==> src/design/pccf_pkg.sv <==
package pccf_pkg;

   typedef logic [1:0] command_type;

   localparam command_type CMD_BEGIN = 2'd0;
   localparam command_type CMD_DATA  = 2'd1;
   localparam command_type CMD_END   = 2'd2;

   localparam logic [31:0] CRC_POLY = 32'hEDB8_8320;
   localparam logic [31:0] CRC_ONES = 32'hFFFF_FFFF;

   localparam int RUN_BYTES = 8;
   localparam int RUN_CNT_W = 4;

   typedef struct packed {
      command_type command;
      logic [7:0]  data_byte;
      logic [30:0] chunk_length;
      logic [31:0] chunk_type;
      logic [31:0] pre_crc;
   } item_type;

   function automatic logic [31:0] fold_byte(input logic [31:0] crc, input logic [7:0] b);
      logic [31:0] c;
      c = crc ^ {24'd0, b};
      for (int k = 0; k < 8; k++) begin
         if (c[0]) begin
            c = CRC_POLY ^ (c >> 1);
         end else begin
            c = c >> 1;
         end
      end
      return c;
   endfunction

endpackage

==> src/design/pccf_if.sv <==
interface pccf_req_if;
   logic                 valid;
   logic                 ready;
   pccf_pkg::command_type command;
   logic [7:0]           data_byte;
   logic [30:0]          chunk_length;
   logic [31:0]          chunk_type;

   modport source (output valid, command, data_byte, chunk_length, chunk_type,
                   input ready);
   modport sink   (input valid, command, data_byte, chunk_length, chunk_type,
                   output ready);
endinterface

interface pccf_rsp_if;
   logic       valid;
   logic       ready;
   logic [7:0] out_byte;
   logic       run_last;

   modport source (output valid, out_byte, run_last, input ready);
   modport sink   (input valid, out_byte, run_last, output ready);
endinterface

==> src/design/pccf_crc.sv <==
module pccf_crc (
   input  logic               clock,
   input  logic               reset,
   input  logic               step,
   input  pccf_pkg::item_type item,
   output logic [31:0]        crc_ff
);
   import pccf_pkg::*;

   logic [31:0] crc_in;

   always_comb begin
      crc_in = crc_ff;
      if (step) begin
         case (item.command)
            CMD_BEGIN: crc_in = fold_byte(fold_byte(item.pre_crc, item.chunk_type[15:8]),
                                          item.chunk_type[7:0]);
            CMD_DATA:  crc_in = fold_byte(crc_ff, item.data_byte);
            default:   crc_in = crc_ff;
         endcase
      end
   end

   always_ff @(posedge clock) begin
      if (reset) begin
         crc_ff <= CRC_ONES;
      end else begin
         crc_ff <= crc_in;
      end
   end

endmodule

==> src/design/pccf_ser.sv <==
module pccf_ser (
   input  logic               clock,
   input  logic               reset,
   input  logic               load,
   input  pccf_pkg::item_type item,
   input  logic [31:0]        crc,
   input  logic               out_ready,
   output logic               free,
   output logic               out_valid,
   output logic [7:0]         out_byte,
   output logic               run_last
);
   import pccf_pkg::*;

   logic [RUN_BYTES*8-1:0] shift_ff, shift_in;
   logic [RUN_CNT_W-1:0]   count_ff, count_in;
   logic                   pop;

   assign out_valid = (count_ff != '0);
   assign pop       = out_valid && out_ready;
   assign free      = (count_ff == '0) || (count_ff == RUN_CNT_W'(1) && out_ready);
   assign out_byte  = shift_ff[RUN_BYTES*8-1 -: 8];
   assign run_last  = (count_ff == RUN_CNT_W'(1));

   always_comb begin
      shift_in = shift_ff;
      count_in = count_ff;
      if (pop) begin
         shift_in = {shift_ff[RUN_BYTES*8-9:0], 8'd0};
         count_in = count_ff - RUN_CNT_W'(1);
      end
      if (load) begin
         case (item.command)
            CMD_BEGIN: begin
               shift_in = {1'b0, item.chunk_length, item.chunk_type};
               count_in = RUN_CNT_W'(8);
            end
            CMD_DATA: begin
               shift_in = {item.data_byte, 56'd0};
               count_in = RUN_CNT_W'(1);
            end
            CMD_END: begin
               shift_in = {~crc, 32'd0};
               count_in = RUN_CNT_W'(4);
            end
            default: begin
               count_in = '0;
            end
         endcase
      end
   end

   always_ff @(posedge clock) begin
      shift_ff <= shift_in;
      if (reset) begin
         count_ff <= '0;
      end else begin
         count_ff <= count_in;
      end
   end

endmodule

==> src/design/png_chunk_crc_framer_core.sv <==
// PNG chunk framer. Each request beat is a command: begin sends the 31-bit
// length and the four type characters as eight big-endian bytes and restarts
// the CRC-32 over the type; data passes one byte through and folds it into the
// CRC; end sends the inverted CRC as four big-endian bytes; code 3 is dropped.
// Every response beat carries one byte, run_last marking the final byte of a
// command. Requests pass an input register into a byte serialiser, so data
// commands stream at one beat per cycle while rsp_chan is ready, passing the
// input register and then the shift register; a begin holds the request
// side for eight output beats and an end for four: the single-byte output
// port sets the rate. The given length is not checked against the bytes sent.
module png_chunk_crc_framer_core (
   input logic          clock,
   input logic          reset,
   pccf_req_if.sink     req_chan,
   pccf_rsp_if.source   rsp_chan
);
   import pccf_pkg::*;

   logic        in_valid_ff, in_valid_in;
   item_type    item_ff, item_in;
   logic        accept, move, ser_free;
   logic [31:0] crc;

   assign move           = in_valid_ff && ser_free;
   assign req_chan.ready = !in_valid_ff || ser_free;
   assign accept         = req_chan.valid && req_chan.ready;

   always_comb begin
      in_valid_in = in_valid_ff;
      item_in     = item_ff;
      if (move) begin
         in_valid_in = 1'b0;
      end
      if (accept) begin
         in_valid_in          = 1'b1;
         item_in.command      = req_chan.command;
         item_in.data_byte    = req_chan.data_byte;
         item_in.chunk_length = req_chan.chunk_length;
         item_in.chunk_type   = req_chan.chunk_type;
         item_in.pre_crc      = fold_byte(fold_byte(CRC_ONES, req_chan.chunk_type[31:24]),
                                          req_chan.chunk_type[23:16]);
      end
   end

   always_ff @(posedge clock) begin
      item_ff <= item_in;
      if (reset) begin
         in_valid_ff <= 1'b0;
      end else begin
         in_valid_ff <= in_valid_in;
      end
   end

   pccf_crc u_crc (
      .clock  (clock),
      .reset  (reset),
      .step   (move),
      .item   (item_ff),
      .crc_ff (crc)
   );

   pccf_ser u_ser (
      .clock     (clock),
      .reset     (reset),
      .load      (move),
      .item      (item_ff),
      .crc       (crc),
      .out_ready (rsp_chan.ready),
      .free      (ser_free),
      .out_valid (rsp_chan.valid),
      .out_byte  (rsp_chan.out_byte),
      .run_last  (rsp_chan.run_last)
   );

endmodule

==> src/flat_wrapper.sv <==
// flat-port wrapper written by rule: the top's interface ports become plain ports
module png_chunk_crc_framer_core_flat import pccf_pkg::*;
  (clock, reset, req_chan_valid, req_chan_command, req_chan_data_byte, req_chan_chunk_length, req_chan_chunk_type, req_chan_ready, rsp_chan_valid, rsp_chan_out_byte, rsp_chan_run_last, rsp_chan_ready);
  pccf_req_if req_chan_i ();
  pccf_rsp_if rsp_chan_i ();
  input logic clock;
  input logic reset;
  input wire logic [$bits(req_chan_i.valid)-1:0] req_chan_valid;
  input wire logic [$bits(req_chan_i.command)-1:0] req_chan_command;
  input wire logic [$bits(req_chan_i.data_byte)-1:0] req_chan_data_byte;
  input wire logic [$bits(req_chan_i.chunk_length)-1:0] req_chan_chunk_length;
  input wire logic [$bits(req_chan_i.chunk_type)-1:0] req_chan_chunk_type;
  output wire logic [$bits(req_chan_i.ready)-1:0] req_chan_ready;
  output wire logic [$bits(rsp_chan_i.valid)-1:0] rsp_chan_valid;
  output wire logic [$bits(rsp_chan_i.out_byte)-1:0] rsp_chan_out_byte;
  output wire logic [$bits(rsp_chan_i.run_last)-1:0] rsp_chan_run_last;
  input wire logic [$bits(rsp_chan_i.ready)-1:0] rsp_chan_ready;
  assign req_chan_i.valid = req_chan_valid;
  assign req_chan_i.command = req_chan_command;
  assign req_chan_i.data_byte = req_chan_data_byte;
  assign req_chan_i.chunk_length = req_chan_chunk_length;
  assign req_chan_i.chunk_type = req_chan_chunk_type;
  assign req_chan_ready = req_chan_i.ready;
  assign rsp_chan_valid = rsp_chan_i.valid;
  assign rsp_chan_out_byte = rsp_chan_i.out_byte;
  assign rsp_chan_run_last = rsp_chan_i.run_last;
  assign rsp_chan_i.ready = rsp_chan_ready;
  png_chunk_crc_framer_core u_core (.clock(clock), .reset(reset), .req_chan(req_chan_i), .rsp_chan(rsp_chan_i));
endmodule
==> config.mk <==
export PLATFORM = sky130hd
export DESIGN_NAME = png_chunk_crc_framer_core_flat
export DESIGN_NICKNAME = d
export VERILOG_FILES = /design/src/design/pccf_pkg.sv /design/src/design/pccf_if.sv /design/src/design/pccf_crc.sv /design/src/design/pccf_ser.sv /design/src/design/png_chunk_crc_framer_core.sv /design/src/flat_wrapper.sv
export SDC_FILE = /design/constraint.sdc
export NUM_CORES = 1
export LEC_CHECK = 0
export ABC_CLOCK_PERIOD_IN_PS = 9900
export BUFFER_PORTS_ARGS = -buffer_cell sky130_fd_sc_hd__buf_2
export CAP_MARGIN = 20
export CORE_MARGIN = 4
export CORE_UTILIZATION = 65
export DETAILED_ROUTE_END_ITERATION = 12
export PLACE_DENSITY_LB_ADDON = 0.2
export SLEW_MARGIN = 40
export SYNTH_ARGS = -nofsm -noshare
export SYNTH_HDL_FRONTEND = slang
export SYNTH_SLANG_ARGS = --single-unit
==> constraint.sdc <==
create_clock -name clock -period 9.9 [get_ports clock]
set_input_delay 0 -clock clock [delete_from_list [all_inputs] [get_ports clock]]
set_output_delay 0 -clock clock [all_outputs]
set_load 0.02 [all_outputs]
==> metrics.md <==
| Metric | Value |
|---|---|
| Most common cell in the netlist | `xnor2_1` |
| Skew final | `~0.012 ns` |
| Hold_ws | `~0.16 ns` |
| Initial core utilization | `66.15%` |
| Setup bufs post-CTS | `0` |
| Hold Path Cell Cnt | `3` |
| Cts bufs inserted | `23` |
| Total negative slack | `0 ns` |
| Run status | `completed` |
| Routed WL | `28.53 mm` |
| Post-synthesis xor/xnor area fraction | `29.72%` |
| Fin area | `0.01302 mm^2` |
| RSZ-0062 raised after global routing | `no` |
| Vias | `roughly 7700` |
| Worst-Skew Late Latency | `0.50 ns` |
| Synth Area in Simple Gates | `4.539%` |
| Worst path arrival time | `about 3.3 ns` |
| EDFF count, synth | `around 110` |
| Nets@finish | `1177` |
| Most common library cells after synthesis | `218 x xnor2_1, 105 x edfxtp_1, 101 x dfxtp_1` |
| Syn Area/Cell | `11.44 um^2` |
| Finish-stage setup viols | `0` |
| Critical Path Sink Type | `register` |
| DR WL/cell | `approximately 21 um` |
| Crit Path Class | `reg -> reg` |
| Chip width | `between 100 and 150 um` |
| Placed inst area | `0.01156 mm^2` |
| Fin crit share | `29.31%` |
| Yosys warns | `0` |
| GPL Wtd Cong | `0.9049` |
| Hold worst-path end | `u_core.u_ser.shift_ff[3]` |
| Initial antenna violation count | `0` |
| Largest cells by area after synthesis | `edfxtp_1 29%, dfxtp_1 18%, xnor2_1 17%` |
| Top cell type's share of synthesized area | `28.74%` |
| Area Growth Syn to Fin | `18.64%` |
| Syn Inst Count | `roughly 960` |
| Clock period minus final worst setup slack | `between 2 and 3 ns` |
| Sequential fraction of the synthesis area | `47.17%` |
| Antenna viol nets, final | `0` |
| Worst EP required | `10.28 ns` |
| Layout cells sized above 1 | `15.62%` |
| Reg2reg end | `u_core.u_crc.crc_ff[21]` |
| Yosys reg bits | `206` |
| DR iter-0 viols | `778` |
| Class of the worst hold path | `in -> reg` |
| Final hold violation count | `0` |
| Worst-margin pin slew | `0.8374 ns` |
| Slew headroom | `a little over two fifths` |
| # diodes | `0` |
| Vias in the first global route | `7682` |
| Mux contribution to synthesized area | `6.113%` |
| Main synth FF type | `edfxtp_1` |
| R2R cell count | `7` |
| Clock Root Buffer | `clkbuf_16` |
| Clock transition at path regs | `~0.06 ns` |
| Netlist Area Pre-Place | `0.01097 mm^2` |
| Max-Cap Viols | `0` |
| Remaining routing DRC violations | `0` |
| Final Max Tran Viols | `0` |
| GRT Overall Usage | `~30%` |
| Worst-path maximum fanout | `8` |
| Compound-gate portion of the synthesized area | `9.489%` |
| Register-to-register setup slack | `7.00 ns` |
| Via/cell ratio | `5.774` |
| Worst flop-to-flop path startpoint | `u_core.item_ff[1]` |
| Post-synth ARST share | `0%` |
| Cell row count | `47` |
| CTS tree | `done` |
| Clk sink count | `206` |
| Die footprint | `roughly 0.019 mm^2` |
| Number of port buffers | `87` |
| Die span in y | `approximately 140 um` |
| Distinct cells, synth | `44` |
| CTS Buffer Depth | `3` |
| Largest family of logic cells by synthesized area | `XOR/XNOR gates` |
| Total I/O pin count | `88` |
| Synth area leader | `edfxtp_1` |
| Synthesized-area fraction occupied by adder cells | `less than 1%` |
| Syn Nets | `1038` |
| Hold_sp | `rsp_chan_ready` |
| Congestion Overflow GR | `0` |
| Finished Core Util | `78.48%` |
| Pin count of the biggest net entering global routing | `72` |
| Core area | `0.01658 mm^2` |
| Max frequency | `around 340 MHz` |
| CP startpoint kind | `register` |
| DRT Pass-1 Iters | `5` |
| First-pass GRT wire length | `around 43 mm` |
| CTS HTree Levels | `1` |
| Hpwl dp | `18.59 mm` |
## layout by cell type, fill, tap and decap left out, types with 26 or more instances in the layout
master / instances
a21oi_1: 36
buf_2: 87
dfxtp_1: 101
dlygate4sd3_1: 76
edfxtp_1: 105
mux2i_1: 67
nand2_1: 53
nor2_1: 53
o21ai_0: 61
o22ai_1: 26
xnor2_1: 218
xor2_1: 54
## critical path: stages (launching register included)
cell and delay, ns:
edfxtp_1 0.41, xnor2_2 0.57, xor3_2 0.54, xor3_2 0.45
xor3_2 0.43, xnor2_1 0.15, o221ai_1 0.16, nand2_1 0.08
## worst max-delay path by stage
stage                        startpoint                      end  slack, ns  cells past startpoint
6_report              u_core.item_ff[1]  u_core.u_crc.crc_ff[21]       7.00                      7
5_1_grt               u_core.item_ff[1]  u_core.u_crc.crc_ff[21]       6.87                      7
4_1_cts               u_core.item_ff[1]  u_core.u_crc.crc_ff[21]       6.99                      7
3_5_place_dp          u_core.item_ff[1]  u_core.u_crc.crc_ff[21]       7.00                      7
3_3_place_gp   u_core.u_ser.count_ff[0]       u_core.item_ff[21]       6.92                      6
2_1_floorplan  u_core.u_ser.count_ff[0]        u_core.item_ff[0]       3.48                      5
## routing by layer
layer / wire [um] / vias to the layer above / global-route usage (%)
li1: - / 3571 / -
met1: 11040 / 3695 / 36.51
met2: 14730 / 367 / 54.20
met3: 1643 / 69 / 4.100
met4: 1118 / 0 / 11.36
met5: 0 / - / 0
## per-stage QoR
| stage | cells | setup WS [ns] |
|---|---|---|
| after detailed placement | 1217 | 6.997 |
| after floorplan | 959 | 3.475 |
| after CTS | 1334 | 6.987 |
| after global routing | 1334 | 6.866 |
| after global placement | 1216 | 6.920 |
| final | 1334 | 6.999 |
## state kept, by name (all words and copies together), names as in the netlist
signal                 count
u_core.item_ff           105
u_core.u_ser.shift_ff     64
u_core.u_crc.crc_ff       32
u_core.u_ser.count_ff      4
u_core.in_valid_ff         1
## area by class of cell
cell class,instances,area (um^2)
Clock inverter,11,52.55
Fill cell,1023,3568
Tap cell,220,275.3
Timing Repair Buffer,170,1260
Multi-Input combinational cell,682,5550
Sequential cell,206,5175
Inverter,15,58.81
Clock buffer,30,643.1
## cells by family after synthesis
logic type	Yosys count
AO/OA/AOI/OAI	174
multiplexers	67
XOR/XNOR	314
adder cells (fa/ha/maj)	2
AND/OR/NAND/NOR	125
flip-flops	206
buffers and inverters	71
## timing repair
item / in CTS / in global routing
gates resized for setup: 0 / 0
hold endpoints to repair: 81 / 0
hold buffers: 76 / 0
Power is left out: the tool's default activity adds up to more than one toggle a clock period on the data nets, which glitch-free logic cannot reach.
